**src/design/swept_box_collision_slide_assert.svh**
```systemverilog
// assertion macros for the swept box collision block
`ifndef SWEPT_BOX_COLLISION_SLIDE_ASSERT_SVH
`define SWEPT_BOX_COLLISION_SLIDE_ASSERT_SVH
`ifndef SYNTHESIS
// same-cycle implication, checked out of reset
`define SBCS_ASSERT_IMP(lbl, ante, cons, msg) \
    lbl: assert property (@(posedge clk) disable iff (!rst_n) (ante) |-> (cons)) \
        else $error(msg);
// next-cycle implication, checked out of reset
`define SBCS_ASSERT_NXT(lbl, ante, cons, msg) \
    lbl: assert property (@(posedge clk) disable iff (!rst_n) (ante) |=> (cons)) \
        else $error(msg);
`else
`define SBCS_ASSERT_IMP(lbl, ante, cons, msg)
`define SBCS_ASSERT_NXT(lbl, ante, cons, msg)
`endif
`endif

```
**src/design/sbcs_delay.sv**
```systemverilog
module sbcs_delay #(
    parameter int W     = 8,
    parameter int DEPTH = 2
) (
    input  logic         clk,
    input  logic [W-1:0] din,
    output logic [W-1:0] dout
);

    logic [W-1:0] tap_reg [0:DEPTH-1];

    // shift line matched to the divider latency
    always_ff @(posedge clk)
    begin
        tap_reg[0] <= din;
        for (int i = 1; i < DEPTH; i++)
        begin
            tap_reg[i] <= tap_reg[i-1];
        end
    end

    assign dout = tap_reg[DEPTH-1];

endmodule

```
**config.mk**
```make
export PLATFORM = sky130hd
export DESIGN_NAME = sbcs_delay
export DESIGN_NICKNAME = d
export VERILOG_FILES = /design/src/design/swept_box_collision_slide_assert.svh /design/src/design/sbcs_delay.sv
export SDC_FILE = /design/constraint.sdc
export NUM_CORES = 1
export LEC_CHECK = 0
export ABC_AREA = 1
export CORE_AREA = 2 2 39 41
export DETAILED_ROUTE_END_ITERATION = 6
export DIE_AREA = 0 0 41 43
export DONT_BUFFER_PORTS = 1
export PLACE_DENSITY = 0.44
export REMOVE_ABC_BUFFERS = 1
export SKIP_CTS_REPAIR_TIMING = 1
export SYNTH_ARGS = -nofsm -noshare
export SYNTH_HDL_FRONTEND = slang
export SYNTH_SLANG_ARGS = --single-unit
```
**constraint.sdc**
```tcl
create_clock -name clk -period 0.9 [get_ports clk]
set_input_delay 0.18 -clock clk [delete_from_list [all_inputs] [get_ports clk]]
set_output_delay 0.18 -clock clk [all_outputs]
set_load 0.01 [all_outputs]
```
==> results of run 1 <==
[per-stage QoR]
| step | power [W] | utilization (%) | cell area, sq um | hold slack, ns |
|---|---|---|---|---|
| after floorplan | 0.000780 | - | 320 | 0.208 |
| after global placement | 0.000782 | 24.6 | 340 | 0.208 |
| final | 0.00124 | 33.0 | 457 | 0.332 |
| after detailed placement | 0.000783 | 24.6 | 340 | 0.208 |
| after global routing | 0.00129 | 33.0 | 457 | 0.341 |
| after CTS | 0.00123 | 27.2 | 377 | -0.0894 |
[where the power goes]
group	switching [W]	internal (W)
clock	0.000199	0.000246
sequential	0.0000190	0.000746
combinational	0.00000406	0.0000229
[cell type report]
class / count / area [sq um]
clock buffers: 4 / 36.3
fillers: 143 / 927
flip-flops and latches: 16 / 320
well taps: 16 / 20.0
repair buffers: 8 / 80.1
[layout by cell type, fill, tap and decap left out, drive strengths merged]
master        n
clkbuf        4
dfxtp        16
dlygate4sd3   8
[cells by family (layout without fill, tap and decap cells)]
group / Yosys count / in the layout / share of synthesized area [%]
DFF: 16 / 16 / 84.2
buffers and inverters: 8 / 12 / 15.8
[worst max path at each step]
| stage | from | endpoint | depth (start not counted) |
|---|---|---|---|
| CTS | tap_reg[0][10] | dout[2] | 0 |
| finish | tap_reg[0][10] | dout[2] | 0 |
| detailed placement | tap_reg[0][10] | dout[2] | 0 |
| floorplan | tap_reg[0][8] | dout[0] | 0 |
| global route | tap_reg[0][8] | dout[0] | 0 |
| global placement | tap_reg[0][12] | dout[4] | 0 |
[routing by layer]
layer  part of all wire (%)  vias up
li1                       -       72
met1                     28       66
met2                     61        7
met3                    7.7        2
met4                    3.4        0
met5                      0        -
==> results, run 1 <==
- The cell count of the worst reg-to-reg path is 0.
- The routed length per instance is 9.41 um.
- The sum of negative setup slack is 0 ns.
- Clock latency on the worst-skew pair, taken at its later pin, is 0.27 ns.
- In the finished design, the share of the clock period the worst path needs comes to 91.6%.
- The proportion of layout cells with a drive suffix above 1 is 14.3%.
- The power density over the cells is 2710 mW/mm^2.
- In this run, the number of DRC markers left after iteration 0 of detailed routing was 0.
- The cell with the most instances after synthesis is dfxtp_1.
- In this run the remaining antenna-violating nets after routing total 0.
- The number of placed instances, taps included, is 32.
- The routing usage on met2 is 5.63%.
- At the pin with the least slew margin, the transition time is 0.116 ns.
- The clock tree from TritonCTS is yes.
- Relative to the synthesized area, the layout overhead comes to 20.1%.
- Global routing consumed, over all layers together, 4.85% of the routing resources.
- Setup repair after global routing left no endpoint under its margin.
- In the global route stage, met3 resource usage came out at 3.14%.
- IR analysis of the VDD net gives a maximum drop of 756 uV.
- The initial antenna violation count was 0.
- STA puts the critical path data required time at 0.72 ns.
- The relative slew slack is 92.2%.
- The count of input and output buffers is 0.
- In the post-synthesis netlist, the biggest area contributors are dfxtp_1 84%, buf_4 16%.
- In the final layout, the multi-input gates occupy 0 sq um.
- Prior to clock tree synthesis, the placed netlist has a worst setup slack of 0.374 ns.
- The critical path launch point type is a register.
- The sequential-to-total area share from yosys stat is 84.2%.
- The die width is 41 um.
- The number of cells traversed by the worst hold path is 0.
- CTS built an H-tree with a depth of 1.
- The highest clock frequency the design can meet is 1210 MHz.
- The mapped netlist covers 380 sq um.
- After detailed routing, the number of remaining DRC violations is 0.
- In this run the most critical hold path is launched from tap_reg[0][5].
- The count of flip-flops with a built-in enable after synthesis is 0.
- The global-route layer with the greatest usage is met4.
- In this run the worst path has a maximum fanout of 1.
- The I/O pin count is 17.
- The CTS sink count is 16.
- The die height is 43 um.
- The run finished with clean final reports.
- The count of final setup violators is 0.
- Across the run, the number of max-cap violations was 0.
- The biggest area contributor in the post-synthesis netlist is dfxtp_1.
- The number of failing hold endpoints at the final stage is 0.
- The flip-flop cell with the highest count after synthesis is dfxtp_1.
- The routed via count is 147.
- The path with the worst hold slack has its endpoint at tap_reg[0][13].
- In this run the critical register-to-register path is launched from tap_reg[0][1].
- The top-area cell type share of the netlist area is 84.2%.
- The global-route met1 utilization is 2.95%.
- The proportion of synthesized flip-flops having asynchronous set or reset is 0%.
- Each instance of the synthesized netlist takes up on average 15.8 sq um.
- The minimum period implied by the final worst setup slack is 0.824 ns.
- The critical path class is register to primary output.
- The final estimated routing congestion in global placement is 0.452.
- Clock-pin slew was measured on the worst setup and hold paths at 0.08 ns.
- The diode insertion count for antenna repair is 0.
- The critical path endpoint category is a primary output.
- Counting the buffers created by CTS gives 3.
- The gate count after technology mapping is 24.
- The cell sitting at the root of the clock tree is a clkbuf_4.
- After detailed routing, the total wire length is 414 um.
- The netlist uses 2 different library cells.
- The via count of the first global-routing pass is 110.
- The worst clock skew is 0.000917 ns.
- The synthesized design contains 16 register bits.
- The flip-flop count of the largest register, all copies and words added is 16.
- The setup check on the worst reg-to-reg path leaves a slack of 0.50 ns.
- Entering global routing, the biggest net connects 10 pins.
- The slack of the critical path is 0.0760 ns.
- At the end of the flow, the number of nets in the layout was 38.
- The floorplan has 14 rows.
- The final number of max-transition violations is 0.
- In this run the standard cell core region covers 0.00138 sq mm.
- The total leakage power is 0.189 nW.
- The number of standard cells in the layout, taps in and fillers out is 44.
- For this run, the detailed router's first-pass iteration total came to 1.
- The worst path arrival time is 0.64 ns.
- The number of multi-input combinational cells in the layout is 0.
- For this run the aggregate overflow at the end of global routing stands at 0.
- The maximum clock path buffer count is 2.
- The capture point of the worst reg-to-reg path is tap_reg[0][9].
- After synthesis, the most frequently instantiated cells are 16 x dfxtp_1, 8 x buf_4.
- The tightest min-delay check is of the register to register type.
- Once the floorplan was initialized, standard cells occupied 27.5% of the core.
- The area of the die is 0.00176 sq mm.
- In the routed layout, each cell is associated on average with a via count of 3.34.
- The first global-routing pass estimated 441 um of wire.
- Yosys printed 0 warnings.
Note: power is estimated with default switching activity, not from simulation.
==> inputs of run 2 (changes only) <==
Settings changed: PLACE_DENSITY 0.44 to 0.4.
==> run 2 against run 1 <==
  * Via count grew 1.4%
  * Wire length shrank 12%
  * Clock power shrank 24%
  * Non-clock buffer count is the same
  * Cell count shrank 2.3%
  * Hold slack is essentially flat
==> results, run 2 (synthesis gave the netlist of run 1 again) <==
- The number of rows in the core area is 14 (unchanged).
- The leading cell type in the layout, fill and taps excluded is dfxtp_1.
- The maximum clock path buffer count was 2 (unchanged).
- The count of final setup violators is 0 (unchanged).
- The total detailed-routing wirelength is 365 um (-12%).
- The critical path in this run is classified as register to primary output.
- The relative slew slack is 92.0% (-0.25 points).
- The max-capacitance violation count is 0 (unchanged).
- The final number of max-transition violations is 0 (unchanged).
- The number of failing hold endpoints at the final stage is 0 (unchanged).
- The I/O pin count came to 17 (unchanged).
- The min-delay analysis places its worst path in the category register to register.
- The setup slack of the worst register-to-register path was 0.50 ns (about the same).
- The die width is 41 um (unchanged).
- The CTS sink count is 16 (unchanged).
- The flip-flop count of the largest register, all copies and words added was 16 (unchanged).
- TritonCTS built the clock tree.
- The maximum vdd drop is 975 uV (+29%).
- The proportion of layout cells with a drive suffix above 1 is 11.1% (-3.2 points).
- The number of placed instances with taps included came to 32 (unchanged).
- The routed length per instance is 8.49 um (-9.8%).
- The area used by multi-input combinational logic was 0 sq um (unchanged).
- The TritonCTS buffer count is 3 (unchanged).
- The area of the die is 0.00176 sq mm (unchanged).
- The biggest fanout along the worst timing path is 1 (unchanged).
- The share of power burned in registers is 67.7% (+5.8 points).
- The cell count of the worst reg-to-reg path is 0 (unchanged).
- The maximum number of pins on one net before global-route repair is 9 (-1).
- The post-detailed-route DRC marker count is 0 (unchanged).
- The wire length of the first global-routing pass is 489 um (+11%).
- The deepest level of the CTS H-tree is 1 (unchanged).
- The overall routing resource usage came to 4.95% (+0.11 points).
- The worst endpoint required time is 0.72 ns (about the same).
- The clock slew at the register clock pins of the worst setup and hold paths is 0.08 ns (about the same).
- The via count of the first global-routing pass came to 118 (+7.3%).
- The die height is 43 um (unchanged).
- The fraction of power consumed by the clock network is 30.0% (-6.0 points).
- The area of the core is 0.00138 sq mm (unchanged).
- The pre-CTS setup slack came to 0.372 ns (-0.00159 ns).
- The leftover overflow at the end of global routing is 0 (unchanged).
- The minimum period implied by the final worst setup slack is 0.817 ns (-0.00724 ns).
- The transition time at the pin with the least slew margin is 0.120 ns (+0.00371 ns).
- The post-layout total power is 0.00113 W (-8.5%).
- The slack of the critical path was 0.0832 ns (+0.00724 ns).
- The highest clock frequency the design can meet came to 1220 MHz (+0.89%).
- From synthesis to final layout, the design area changed by 16.4%.
- The multi-input combinational cell count was 0 (unchanged).
- The remaining antenna violation count after routing is 0 (unchanged).
- The critical path endpoint category is a primary output.
- The number of standard cells in the layout, taps in and fillers out is 43 (-2.3%).
- STA classifies the critical path startpoint as a register.
- The initial antenna violation count is 0 (unchanged).
- The initial core utilization is 27.5% (unchanged).
- The total leakage power came to 0.182 nW (-3.8%).
- The relative contribution of combinational cells to total power is 2.3% (about the same).
- The capture point of the worst reg-to-reg path is tap_reg[0][14].
- The number of vias per cell came to 3.47 (+3.7%).
- The number of cells traversed by the worst hold path is 0 (unchanged).
- The power spent charging and discharging nets was 0.000208 W (-6.3%).
- Leaving out fill and tap cells, the most frequent cells in the layout are 16 x dfxtp_1, 8 x dlygate4sd3_1, 3 x clkbuf_4.
- The worst path arrival time came to 0.64 ns (about the same).
- The first-pass iteration count of the detailed router is 2 (+1).
- The violation count after the first detailed-route iteration is 1 (+1).
- Setup repair after global routing left no endpoint under its margin.
- The worst clock skew was 0.000140 ns (-0.000777 ns).
- The startpoint of the most critical setup path is tap_reg[0][8].
- The final estimated routing congestion in global placement was 0.462 (+2.2%).
- The count of input and output buffers came to 0 (unchanged).
- The fraction of power spent switching nets was 18.4% (+0.43 points).
- The sum of negative setup slack is 0 ns (unchanged).
- The final layout net count is 38 (unchanged).
- The power density over the cells is 2550 mW/mm^2 (-5.7%).
- The reg-to-reg startpoint is tap_reg[0][6].
- The routed via count is 149 (+1.4%).
- The path with the worst hold slack has its endpoint at tap_reg[0][12].
- The diode insertion count for antenna repair is 0 (unchanged).
- The final worst-path cycle share is 90.8% (-0.80 points).
- The startpoint of the most critical hold path is tap_reg[0][4].
- The internal power component was 0.000923 W (-9.0%).
- The flow ran to the end, and the final reports show no timing, DRC or antenna violations.
- The clock root buffer is clkbuf_4.
- The clock network latency to the later pin of the worst-skew pair is 0.27 ns (about the same).
## run 2: changes by cell type in the layout (fill, tap and decap cells not counted), sizes merged
| cell | before | now |
|---|---|---|
| clkbuf | 4 | 3 |
## run 2: power by group through the flow
stage | sequential [W] | combinational [W] | clock, W
6_report | 0.000765 | 0.0000265 | 0.000339
3_5_place_dp | 0.000783 | 0 | 0
3_3_place_gp | 0.000783 | 0 | 0
4_1_cts | 0.000766 | 0 | 0.000360
2_1_floorplan | 0.000780 | 0 | 0
5_1_grt | 0.000771 | 0.0000288 | 0.000389
## run 2: how the worst max path moves through the flow
stage	to	slack [ns]	depth (start not counted)
finish	dout[0]	0.08	0
global route	dout[7]	0.03	0
CTS	dout[0]	0.06	0
detailed placement	dout[0]	0.37	0
global placement	dout[3]	0.37	0
floorplan	dout[0]	0.39	0
## run 2: metal layers
metal | wire, um | track usage (%) | share of wire (%)
met2 | 197 | 6.25 | 54
met3 | 40 | 9.42 | 11
met1 | 128 | 3.62 | 35
met5 | 0 | 0 | 0
met4 | 0 | 0 | 0
## run 2: per-stage QoR
stage	hold slack, ns	utilization [%]	area, sq um
5_1_grt	0.339	32.0	443
4_1_cts	-0.0823	26.2	363
3_5_place_dp	0.208	24.6	340
2_1_floorplan	0.208	-	320
3_3_place_gp	0.208	24.6	340
6_report	0.331	32.0	443
## run 2: layout make-up
cell class | instances | area, sq um
fill | 140 | 941
sequential | 16 | 320
timing repair buffer | 8 | 80.1
clock buffer | 3 | 22.5
tap | 16 | 20.0
