**src/design/swept_box_collision_slide_assert.svh**
```systemverilog
// assertion macros for the swept box collision block
`ifndef SWEPT_BOX_COLLISION_SLIDE_ASSERT_SVH
`define SWEPT_BOX_COLLISION_SLIDE_ASSERT_SVH
`ifndef SYNTHESIS
// same-cycle implication, checked out of reset
`define SBCS_ASSERT_IMP(lbl, ante, cons, msg) \
    lbl: assert property (@(posedge clk) disable iff (!rst_n) (ante) |-> (cons)) \
        else $error(msg);
// next-cycle implication, checked out of reset
`define SBCS_ASSERT_NXT(lbl, ante, cons, msg) \
    lbl: assert property (@(posedge clk) disable iff (!rst_n) (ante) |=> (cons)) \
        else $error(msg);
`else
`define SBCS_ASSERT_IMP(lbl, ante, cons, msg)
`define SBCS_ASSERT_NXT(lbl, ante, cons, msg)
`endif
`endif

```
**src/design/sbcs_pkg.sv**
```systemverilog
package sbcs_pkg;

    // fixed point defaults and field widths
    localparam int FRAC_BITS_DEF = 16;
    localparam int FT_W          = 31;
    localparam int QUO_W         = 31;
    localparam int DEN_W         = 33;
    localparam int MAG_W         = 34;
    localparam int EDGE_W        = 34;
    localparam int DIV_W         = 64;
    localparam int DIV_LAT       = QUO_W + 1;

    localparam logic [FT_W-1:0] FRAME_TIME_RST = 31'd1092;

    // face normal codes
    localparam logic [2:0] NORMAL_NONE = 3'd0;
    localparam logic [2:0] NORMAL_MX   = 3'd1;
    localparam logic [2:0] NORMAL_PX   = 3'd2;
    localparam logic [2:0] NORMAL_MY   = 3'd3;
    localparam logic [2:0] NORMAL_PY   = 3'd4;

    // face side on one axis
    localparam logic SIDE_LOW  = 1'b0;
    localparam logic SIDE_HIGH = 1'b1;

    // per axis face candidate flags
    typedef struct packed {
        logic cand;
        logic sfail;
        logic side;
    } axis_ctl_t;

    // data that rides beside the dividers
    typedef struct packed {
        axis_ctl_t                 ctl_x;
        axis_ctl_t                 ctl_y;
        logic signed [31:0]        vel_x;
        logic signed [31:0]        vel_y;
        logic signed [31:0]        pos_x;
        logic signed [31:0]        pos_y;
        logic signed [EDGE_W-1:0]  lo_x;
        logic signed [EDGE_W-1:0]  hi_x;
        logic signed [EDGE_W-1:0]  lo_y;
        logic signed [EDGE_W-1:0]  hi_y;
    } side_t;

endpackage

```
**src/design/sbcs_setup.sv**
```systemverilog
module sbcs_setup #(
    parameter int FRAC_BITS = sbcs_pkg::FRAC_BITS_DEF
) (
    input  logic                                clk,
    input  logic                                rst_n,
    input  logic                                in_valid,
    input  logic signed [31:0]                  mover_x,
    input  logic signed [31:0]                  mover_y,
    input  logic [30:0]                         mover_w,
    input  logic [30:0]                         mover_h,
    input  logic signed [31:0]                  vel_x,
    input  logic signed [31:0]                  vel_y,
    input  logic signed [31:0]                  obst_x,
    input  logic signed [31:0]                  obst_y,
    input  logic [30:0]                         obst_w,
    input  logic [30:0]                         obst_h,
    output logic                                out_valid,
    output logic [sbcs_pkg::DIV_W-1:0]          num_x,
    output logic [sbcs_pkg::DEN_W-1:0]          den_x,
    output logic [sbcs_pkg::DIV_W-1:0]          num_y,
    output logic [sbcs_pkg::DEN_W-1:0]          den_y,
    output sbcs_pkg::side_t                     side_data
);

    localparam int EW = sbcs_pkg::EDGE_W;

    typedef struct packed {
        sbcs_pkg::axis_ctl_t              ctl;
        logic [sbcs_pkg::MAG_W-1:0]       mag;
        logic [sbcs_pkg::DEN_W-1:0]       den;
    } prep_t;

    // face choice, distance magnitude and doubled speed for one axis
    function automatic prep_t axis_prep(
        input logic signed [32:0]    a2,
        input logic signed [EW-1:0]  lo,
        input logic signed [EW-1:0]  hi,
        input logic signed [31:0]    d
    );
        prep_t              p;
        logic signed [EW:0] a_e;
        logic signed [EW:0] n_lo;
        logic signed [EW:0] n_hi;
        logic signed [32:0] d_e;
        logic signed [32:0] abs_d;
        logic               below;
        logic               above;
        a_e   = (EW+1)'(a2);
        n_lo  = (EW+1)'(lo) - a_e;
        n_hi  = a_e - (EW+1)'(hi);
        below = n_lo > 0;
        above = n_hi > 0;
        d_e   = 33'(d);
        abs_d = d[31] ? -d_e : d_e;
        p.ctl.cand  = (d != 32'sd0) && (below || above);
        p.ctl.side  = below ? sbcs_pkg::SIDE_LOW : sbcs_pkg::SIDE_HIGH;
        p.ctl.sfail = below ? d[31] : !d[31];
        p.mag = below ? sbcs_pkg::MAG_W'($unsigned(n_lo))
                      : sbcs_pkg::MAG_W'($unsigned(n_hi));
        p.den = {abs_d[31:0], 1'b0};
        return p;
    endfunction

    logic [31:0]            sw_x;
    logic [31:0]            sw_y;
    logic signed [EW-1:0]   lo_x;
    logic signed [EW-1:0]   hi_x;
    logic signed [EW-1:0]   lo_y;
    logic signed [EW-1:0]   hi_y;
    logic signed [32:0]     px2;
    logic signed [32:0]     py2;
    prep_t                  prep_x;
    prep_t                  prep_y;
    sbcs_pkg::side_t        sb_next;

    logic                               vld_reg;
    logic [sbcs_pkg::DIV_W-1:0]         num_x_reg;
    logic [sbcs_pkg::DEN_W-1:0]         den_x_reg;
    logic [sbcs_pkg::DIV_W-1:0]         num_y_reg;
    logic [sbcs_pkg::DEN_W-1:0]         den_y_reg;
    sbcs_pkg::side_t                    sb_reg;

    // grown box edges at doubled scale
    always_comb
    begin
        sw_x = {1'b0, mover_w} + {1'b0, obst_w};
        sw_y = {1'b0, mover_h} + {1'b0, obst_h};
        lo_x = (EW'(obst_x) <<< 1) - $signed(EW'(sw_x));
        hi_x = (EW'(obst_x) <<< 1) + $signed(EW'(sw_x));
        lo_y = (EW'(obst_y) <<< 1) - $signed(EW'(sw_y));
        hi_y = (EW'(obst_y) <<< 1) + $signed(EW'(sw_y));
        px2  = 33'(mover_x) <<< 1;
        py2  = 33'(mover_y) <<< 1;
        prep_x = axis_prep(px2, lo_x, hi_x, vel_x);
        prep_y = axis_prep(py2, lo_y, hi_y, vel_y);
        sb_next.ctl_x = prep_x.ctl;
        sb_next.ctl_y = prep_y.ctl;
        sb_next.vel_x = vel_x;
        sb_next.vel_y = vel_y;
        sb_next.pos_x = mover_x;
        sb_next.pos_y = mover_y;
        sb_next.lo_x  = lo_x;
        sb_next.hi_x  = hi_x;
        sb_next.lo_y  = lo_y;
        sb_next.hi_y  = hi_y;
    end

    // valid bit
    always_ff @(posedge clk or negedge rst_n)
    begin
        if (!rst_n)
            vld_reg <= 1'b0;
        else
            vld_reg <= in_valid;
    end

    // payload
    always_ff @(posedge clk)
    begin
        num_x_reg <= sbcs_pkg::DIV_W'(prep_x.mag) << FRAC_BITS;
        den_x_reg <= prep_x.den;
        num_y_reg <= sbcs_pkg::DIV_W'(prep_y.mag) << FRAC_BITS;
        den_y_reg <= prep_y.den;
        sb_reg    <= sb_next;
    end

    assign out_valid = vld_reg;
    assign num_x     = num_x_reg;
    assign den_x     = den_x_reg;
    assign num_y     = num_y_reg;
    assign den_y     = den_y_reg;
    assign side_data = sb_reg;

endmodule

```
**config.mk**
```make
export PLATFORM = sky130hd
export DESIGN_NAME = sbcs_setup
export DESIGN_NICKNAME = d
export VERILOG_FILES = /design/src/design/swept_box_collision_slide_assert.svh /design/src/design/sbcs_pkg.sv /design/src/design/sbcs_setup.sv
export SDC_FILE = /design/constraint.sdc
export NUM_CORES = 1
export LEC_CHECK = 0
export BUFFER_PORTS_ARGS = -buffer_cell sky130_fd_sc_hd__buf_2
export CELL_PAD_IN_SITES_DETAIL_PLACEMENT = 1
export CELL_PAD_IN_SITES_GLOBAL_PLACEMENT = 1
export CORE_AREA = 2 2 308 310
export CTS_BUF_LIST = sky130_fd_sc_hd__clkbuf_4 sky130_fd_sc_hd__clkbuf_8 sky130_fd_sc_hd__clkbuf_16
export DETAILED_ROUTE_END_ITERATION = 10
export DIE_AREA = 0 0 310 312
export PLACE_DENSITY_LB_ADDON = 0.12
export SYNTH_ARGS = -nofsm -noshare
export SYNTH_HDL_FRONTEND = slang
export SYNTH_SLANG_ARGS = --single-unit
export TNS_END_PERCENT = 10
```
**constraint.sdc**
```tcl
create_clock -name clk -period 0.8 [get_ports clk]
set_clock_uncertainty 0.2 [all_clocks]
set_input_delay 0.08 -clock clk [delete_from_list [all_inputs] [get_ports clk]]
set_output_delay 0.08 -clock clk [all_outputs]
set_load 0.02 [all_outputs]
```
==> impl_metrics.ini, run 1 <==
[sta]
maxSlewViolCount = 0
min_period_ps = 7750
fin_crit_sh_pct = 969
hold_violations = 139
rsz0062_at_grt = yes
setup_viol = 675
hold_slack_ps = -468
fmax_ghz = 0.129
max-slew-margin-rel_pct = 50.4
tightest_slew_ps = 735
setup_ws_ps = -6950

[setup_path]
cp-end-kind = register
crit_fanout = 5
cp_slowest_stage_delay_ps = 390
cp_slowest_cell = or3_4
worst_setup_path_start_kind = input pin
crit_type = in -> reg
crit_path_frequent_cell = a21oi_2
arrival_ps = 8050
required_ps = 1100

[outcome]
status = finished with violations
violations = hold timing, setup timing

[placement]
place_ws_ps = -7820
placedInstanceArea_sq_um = 41500
dpl.cell_count = 6358
dp_hpwl_mm = 111
numPortBuffers = 721
gp_congestion = 0.972

[synthesis]
ys_warn_count = 0
synth_area_sq_um = 27200
ys_seq_area_share_pct = 29.2
synth_edf_count = 0
ys_dominant_reg_cell = dfxtp_1
ys_ff_latch = 397
synth_cells = 3177
async_reset_ff_share_pct = 0.252
yosys.cell_types.count = 102
avgSynthCellArea_sq_um = 8.56

[die]
die_x_um = 310
chipHeight_um = 312
rows = 112
core-area_sq_um = 93000
initial_core_util_pct = 29.2
die-area_sq_um = 96700
ios = 784

[hold_path]
min_path_type = in -> reg

[power]
sw_frac_of_total_pct = 41.5
powerDensity_nw_per_um2 = 3670
clkPwrFrac_pct = 13.6
power_frac_seq_pct = 16.4
p_comb_share_pct = 70.1
p_int_w = 0.104
ir_drop_v = 0.00204
leakagePower_nw = 24.2
power_switching_w = 0.0734

[global_routing]
grt_max_degree = 16
grtUsageTotal_pct = 26.1
antenna_found_initial = 64
grt-ovfl-total = 0
grt_pass1_vias = 32802
grt_pass1_wl_mm = 193

[clock_tree]
cts_sinks = 397
cts_inserted_buffers = 47
clkTransAtPathRegs_ps = 70
clock_path_buffers = 3
cts_tree = done
cts_root_buffer = clkbuf_16
htreeDepth = 2

[finish]
fin_cells = 6686
fin_nets = 6016
final_cell_area_sq_um = 48200
largest_register_ffs = 268
multi_input_area_sq_um = 20000
drive_above_1_share_pct = 48.5
fillerInstances = 11242
seqCellArea_sq_um = 8020
utilization_pct = 51.8
syn2layout_area_growth_pct = 77.2

[routing]
drt_iter0_markers = 1187
wl_per_cell_um = 20.4
vias = 31618
drc = 0
ant_nets = 0
via_per_inst = 4.73
routed_wl_mm = 136
firstDrtPassIters = 7

[job]
maxCapViolations = 0
[through the flow]
step | power (W) | setup TNS, ps
6_report | 0.177 | -1138970
4_1_cts | 0.171 | -1187400
2_1_floorplan | 0.0830 | -892900
3_5_place_dp | 0.141 | -1137970
5_1_grt | 0.188 | -1212110
3_3_place_gp | 0.139 | -1114870
[synthesized netlist by cell type (33+ instances only)]
cell | instances | area [sq um]
inv_1 | 297 | 1110
a211oi_1 | 35 | 263
a21oi_1 | 230 | 1150
ha_1 | 330 | 4130
o31ai_1 | 34 | 255
buf_4 | 73 | 548
nand2_1 | 161 | 604
nor2b_1 | 39 | 244
o21ai_0 | 140 | 701
or3_1 | 33 | 206
xnor2_1 | 237 | 2080
nor2_1 | 244 | 916
a21o_1 | 79 | 593
xor2_1 | 95 | 832
nor3_1 | 64 | 320
nand3_1 | 46 | 230
dfxtp_1 | 396 | 7930
o21a_1 | 48 | 360
o21bai_1 | 44 | 330
o21ai_1 | 39 | 195
nand2b_1 | 41 | 257
[power by group through the flow]
stage	clock, W	sequential (W)	combinational, W
after floorplan	0	0.0353	0.0477
after global placement	0	0.0290	0.110
after detailed placement	0	0.0290	0.112
after CTS	0.0243	0.0286	0.118
after global routing	0.0253	0.0293	0.134
final	0.0240	0.0290	0.124
[critical path, delay by kind of cell]
family                   cells  cell delay (ps)
AO/OA/AOI/OAI               24             4260
XOR/XNOR                     2              380
buffers and inverters        5              770
adder cells (fa/ha/maj)      3              820
multiplexers                 1              290
AND/OR/NAND/NOR              7             1430
[routing by layer]
metal / GRT usage (%) / wire (um) / up-vias
li1: - / - / 15405
met1: 28.3 / 51700 / 15093
met2: 48.4 / 70400 / 799
met3: 5.00 / 7350 / 293
met4: 12.0 / 6830 / 28
met5: 0 / 174 / -
[area by class of cell]
cell class	instances	share of cell area (%)
clock inverter	25	0.761
clock buffer	62	2.81
sequential	397	16.6
tap	1254	3.26
timing repair buffer	2190	32.4
multi-input combinational	2418	41.6
inverter	303	2.42
antenna	37	0.192
[logic make-up (layout without fill, tap and decap cells)]
logic type | Yosys count | in the layout | synth area share (%)
flip-flops | 397 | 397 | 29.2
multiplexers | 50 | 50 | 1.97
adder cells (fa/ha/maj) | 345 | 345 | 16.1
AO/OA/AOI/OAI | 858 | 858 | 21.1
other | 1 | 99 | 0.0138
AND/OR/NAND/NOR | 770 | 770 | 13.9
XOR/XNOR | 333 | 333 | 10.8
buffers and inverters | 423 | 2580 | 6.96
[placed cells by master (no fill, tap or decap), types with 23 or more instances in the layout]
cell           count
diode_2           37
nand4_1           23
xor2_1            81
nand2_1          131
a21oi_1          181
o21bai_1          40
buf_6             79
clkbuf_16         48
o21ai_0          102
dfxtp_1          357
inv_1            291
o211ai_1          30
o21ai_1           47
mux2_4            23
o21ai_2           29
mux2i_1           24
a21oi_2           49
nand3_1           42
a211oi_1          27
nand2b_1          37
xnor2_1          185
nor3_1            54
buf_2            674
buf_4           1288
a21o_1            79
nor2b_1           37
o21a_1            48
dfxtp_2           33
nor2_1           224
conb_1            62
dlygate4sd3_1    129
ha_1             311
xnor2_2           45
[repair_timing]
item,in CTS,in global routing
pin swaps,72,133
hold buffers,135,12
resized for setup,156,546
cloned,5,0
setup endpoints to repair,658,669
buffers inserted,36,23
endpoints found under the hold margin,272,162
[path summary, 6_finish.rpt]
check / startpoint / end / slack [ps] / depth (start not counted)
max in group asynchronous: rst_n / out_valid / 170 / 3
min in group asynchronous: rst_n / out_valid / 130 / 3
hold / removal: obst_x[31] / side_data[134] / -470 / 2
setup / recovery: mover_w[1] / num_x[24] / -6950 / 42
No activity file was read; power rests on OpenSTA's default activity.
==> inputs of run 2 (changes only) <==
CORE_AREA = 2 2 304 306   (was 2 2 308 310)
CTS_BUF_LIST = sky130_fd_sc_hd__clkbuf_8   (was sky130_fd_sc_hd__clkbuf_4 sky130_fd_sc_hd__clkbuf_8 sky130_fd_sc_hd__clkbuf_16)
DIE_AREA = 0 0 306 308   (was 0 0 310 312)
==> run 2 against run 1 <==
Effect of this change:
- the run still ends with hold timing, setup timing left
- combinational power hardly changed
- critical endpoint is now num_x[33]
- worst hold slack got worse by 150 ps
- highest routed layer unchanged
- power up 0.73%
- clock power shrank 9.6%
- final cell count is 0.10% lower
- first-iteration DRC count up 19%
==> impl_metrics.ini, run 2 (same netlist as run 1, synthesis figures left out) <==
[outcome]
status = finished with violations
violations = hold timing, setup timing

[clock_tree]
cts_root_buffer = clkbuf_8
cts_inserted_buffers = 75
cts_tree = done
clock_path_buffers = 3
htreeDepth = 3
cts_sinks = 397
clkTransAtPathRegs_ps = 70

[placement]
dp_hpwl_mm = 111
placedInstanceArea_sq_um = 41400
dpl.cell_count = 6291
place_ws_ps = -7840
gp_congestion = 0.962
numPortBuffers = 721

[routing]
top_layer_used = met5
routed_wl_mm = 140
vias = 32125
via_per_inst = 4.81
drt_iter0_markers = 1410
met1_length_mm = 52.6
met2_length_mm = 72.0
ant_nets = 0
wl_met3_mm = 7.44
wl_per_cell_um = 21.0
drc = 0
firstDrtPassIters = 5

[setup_path]
required_ps = 1200
arrival_ps = 7880
crit_path_frequent_cell = a21oi_2
worst_setup_path_start_kind = input pin
crit_type = in -> reg
cp-end-kind = register
crit_fanout = 7
cp_slowest_cell = or3_4
cp_slowest_stage_delay_ps = 400

[finish]
largest_register_ffs = 268
utilization_pct = 54.0
fin_nets = 6053
drive_above_1_share_pct = 51.0
fin_cells = 6679
layout_common_cells = buf_4 (1295), buf_2 (551), inv_1 (307), ha_1 (307), dfxtp_1 (240)
fillerInstances = 10769
final_cell_area_sq_um = 49100
syn2layout_area_growth_pct = 80.5
final_common_cell = buf_4

[sta]
setup_viol = 667
tightest_slew_ps = 682
min_period_ps = 7480
setup_ws_ps = -6680
maxSlewViolCount = 0
rsz0062_at_grt = yes
max-slew-margin-rel_pct = 54.2
hold_violations = 227
fin_crit_sh_pct = 935
fmax_ghz = 0.134
hold_slack_ps = -617

[global_routing]
grt_pass1_vias = 33658
grt_max_degree = 15
grt-ovfl-total = 0
antenna_found_initial = 71
grt_pass1_wl_mm = 198
grtUsageTotal_pct = 27.5

[power]
ir_drop_v = 0.00175
leakagePower_nw = 24.5
powerDensity_nw_per_um2 = 3630
power.total_w = 0.178

[die]
ios = 784
chipHeight_um = 308
rows = 111
die_x_um = 306
initial_core_util_pct = 29.9
core-area_sq_um = 91000
die-area_sq_um = 94200

[hold_path]
min_path_type = in -> reg

[job]
maxCapViolations = 0
-- run 2: cell types whose count changed in the layout (fill, tap and decap cells not counted), moves of 16 or more --
cell,delta
clkbuf_16,-47
inv_1,+16
clkbuf_8,+86
buf_6,+119
dfxtp_2,+113
dfxtp_1,-117
buf_2,-123
-- run 2: where the power goes --
part           switching (W)  total (W)  internal [W]
combinational         0.0617      0.127        0.0652
clock                0.00999     0.0217        0.0117
sequential           0.00311     0.0297        0.0266
-- run 2: worst paths after layout --
| check | startpoint | endpoint | cells after the start |
|---|---|---|---|
| worst max-delay path | obst_w[0] | num_x[33] | 43 |
| worst min-delay path | obst_x[31] | side_data[134] | 2 |
| max in group asynchronous | rst_n | out_valid | 3 |
| min in group asynchronous | rst_n | out_valid | 3 |
-- run 2: metal layers --
layer | vias up | global-route usage (%)
met5 | - | 0
met2 | 888 | 50.9
met4 | 32 | 14.3
met3 | 312 | 5.68
li1 | 15524 | -
met1 | 15369 | 29.4
-- run 2: layout make-up --
cell class | count | area [sq um] | area share [%]
diodes | 43 | 108 | 0.219
clock buffers | 94 | 1290 | 2.64
clock inverters | 39 | 289 | 0.589
inverters | 303 | 1160 | 2.36
multi-input cells | 2418 | 20100 | 41.0
flip-flops and latches | 397 | 8170 | 16.6
well taps | 1186 | 1480 | 3.02
repair buffers | 2199 | 16500 | 33.5
-- run 2: critical path, delay by kind of cell --
family          cells  cell delay, ps
xor+xnor            2             360
fa+ha+maj           3             710
mux                 1             100
compound gates     24            4090
buf+inv             6             910
simple gates        7            1610
-- run 2: timing repair --
action	in CTS	in global routing
setup buffers	28	23
hold buffers	139	19
gates resized for setup	568	538
endpoints found under the setup margin	655	672
pin swaps	117	100
endpoints found under the hold margin	363	246
cloned	5	0
-- run 2: metrics by stage --
stage / hold WS (ps) / setup TNS [ps]
2_1_floorplan: -416 / -892900
6_report: -617 / -1145770
5_1_grt: -616 / -1217790
3_5_place_dp: -344 / -1134870
4_1_cts: -716 / -1147940
3_3_place_gp: -345 / -1116850
==> inputs of run 3 (changes only) <==
CAP_MARGIN = 5   (was not set)
CORE_AREA = 2 2 308 310   (was 2 2 304 306)
CTS_BUF_LIST = not set   (was sky130_fd_sc_hd__clkbuf_8)
CTS_CLUSTER_SIZE = 8   (was not set)
DIE_AREA = 0 0 310 312   (was 0 0 306 308)
==> run 3 against run 2 <==
Effect of this change:
- the flow still finishes with violations (hold timing, setup timing)
- first-iteration DRC count down 18%
- via count down 1.9%
- global-route usage down 1.4 points
- sequential share of layout area about the same
- critical path type unchanged
==> impl_metrics.ini, run 3 (same netlist as run 1, synthesis figures left out) <==
[setup_path]
worst_setup_path_start_kind = input pin
arrival_ps = 7900
cp_slowest_stage_delay_ps = 390
required_ps = 1110
crit_path_frequent_cell = a21oi_2
crit_type = in -> reg
crit_fanout = 5
cp-end-kind = register
cp_slowest_cell = or3_4

[routing]
ant_nets = 0
routed_wl_mm = 135
drc = 0
firstDrtPassIters = 5
drt_iter0_markers = 1154
via_per_inst = 4.72
wl_per_cell_um = 20.2
vias = 31517

[placement]
dp_hpwl_mm = 111
dpl.cell_count = 6358
numPortBuffers = 721
gp_congestion = 0.972
placedInstanceArea_sq_um = 41500

[job]
maxCapViolations = 0

[finish]
utilization_pct = 51.8
largest_register_ffs = 268
layout_common_cells = buf_4 (1297), buf_2 (657), dfxtp_1 (337)
fillerInstances = 11237
final_common_cell = buf_4
syn2layout_area_growth_pct = 77.2
drive_above_1_share_pct = 48.9
final_cell_area_sq_um = 48200
fin_cells = 6678
fin_nets = 6031

[sta]
fmax_ghz = 0.132
tightest_slew_ps = 730
hold_violations = 151
setup_viol = 673
maxSlewViolCount = 0
setup_ws_ps = -6790
hold_slack_ps = -489
min_period_ps = 7590
rsz0062_at_grt = yes
fin_crit_sh_pct = 949
max-slew-margin-rel_pct = 50.7

[global_routing]
grtUsageTotal_pct = 26.1
antenna_found_initial = 64
grt_max_degree = 16
grt-ovfl-total = 0
grt_pass1_wl_mm = 193
grt_pass1_vias = 32774

[power]
power_switching_w = 0.0730
powerDensity_nw_per_um2 = 3640
ir_drop_v = 0.00221
leakagePower_nw = 24.1
p_comb_share_pct = 71.0
p_int_w = 0.103
power.total_w = 0.176
power_frac_seq_pct = 16.6
clkPwrFrac_pct = 12.3
sw_frac_of_total_pct = 41.6

[clock_tree]
cts_sinks = 397
clkTransAtPathRegs_ps = 60
clock_path_buffers = 3
cts_inserted_buffers = 56
cts_root_buffer = clkbuf_16
cts_tree = done
htreeDepth = 2

[outcome]
status = finished with violations
violations = hold timing, setup timing

[die]
die_x_um = 310
rows = 112
core-area_sq_um = 93000
initial_core_util_pct = 29.2
die-area_sq_um = 96700
ios = 784
chipHeight_um = 312

[hold_path]
hold_start = obst_x[31]
hold_end = side_data[134]
holdPathStages = 2
min_path_type = in -> reg
run 3: repair_timing:
action	in CTS	in global routing
buffers inserted	34	26
gates cloned	5	0
endpoints found under the setup margin	658	671
endpoints found under the hold margin	288	164
pin swaps	77	140
gates resized for setup	190	570
hold buffers	136	11
run 3: cell type report:
| class | count | area, sq um | share of cell area [%] |
|---|---|---|---|
| timing repair buffer | 2196 | 15800 | 32.7 |
| clock buffer | 59 | 1410 | 2.93 |
| antenna | 46 | 115 | 0.239 |
| tap | 1254 | 1570 | 3.25 |
| sequential | 397 | 8040 | 16.7 |
| clock inverter | 5 | 82.6 | 0.171 |
| inverter | 303 | 1160 | 2.40 |
| multi-input combinational | 2418 | 20100 | 41.6 |
run 3: worst max-delay path by stage:
stage	slack (ps)	endpoint	cells past startpoint	startpoint
after detailed placement	-7820	num_x[18]	41	obst_w[1]
after CTS	-6770	num_x[26]	42	obst_w[1]
after global placement	-7580	num_y[48]	37	mover_h[0]
after global routing	-7200	num_x[26]	42	mover_w[1]
final	-6790	num_x[32]	42	obst_w[1]
after floorplan	-6620	num_y[48]	35	mover_h[0]
run 3: per-stage QoR:
step                setup WS, ps  hold slack [ps]  TNS (ps)
floorplan                  -6620             -416   -892900
global placement           -7580             -345  -1114870
detailed placement         -7820             -344  -1137970
CTS                        -6770             -516  -1181460
global route               -7200             -510  -1204440
finish                     -6790             -489  -1130910
run 3: metal layers:
| metal | vias up | part of all wire [%] | GRT usage, % |
|---|---|---|---|
| met5 | - | 0.14 | 0 |
| met4 | 28 | 4.7 | 12.1 |
| met3 | 267 | 5.4 | 4.83 |
| met2 | 768 | 52 | 48.3 |
| met1 | 15018 | 38 | 28.4 |
| li1 | 15436 | - | - |
run 3: power groups by stage:
stage	Combinational (W)	Sequential [W]	Clock (W)
2_1_floorplan	0.0477	0.0353	0
3_3_place_gp	0.110	0.0290	0
3_5_place_dp	0.112	0.0290	0
4_1_cts	0.118	0.0287	0.0221
5_1_grt	0.135	0.0295	0.0228
6_report	0.125	0.0292	0.0217
run 3: critical path: cells and delay by family:
kind	cells	cell delay, ps
muxes	1	290
xor gates and xnor gates	2	390
adders and majority gates	3	820
buffers and inverters	5	760
and+or+nand+nor	7	1460
AOI/OAI and AO/OA	24	4090
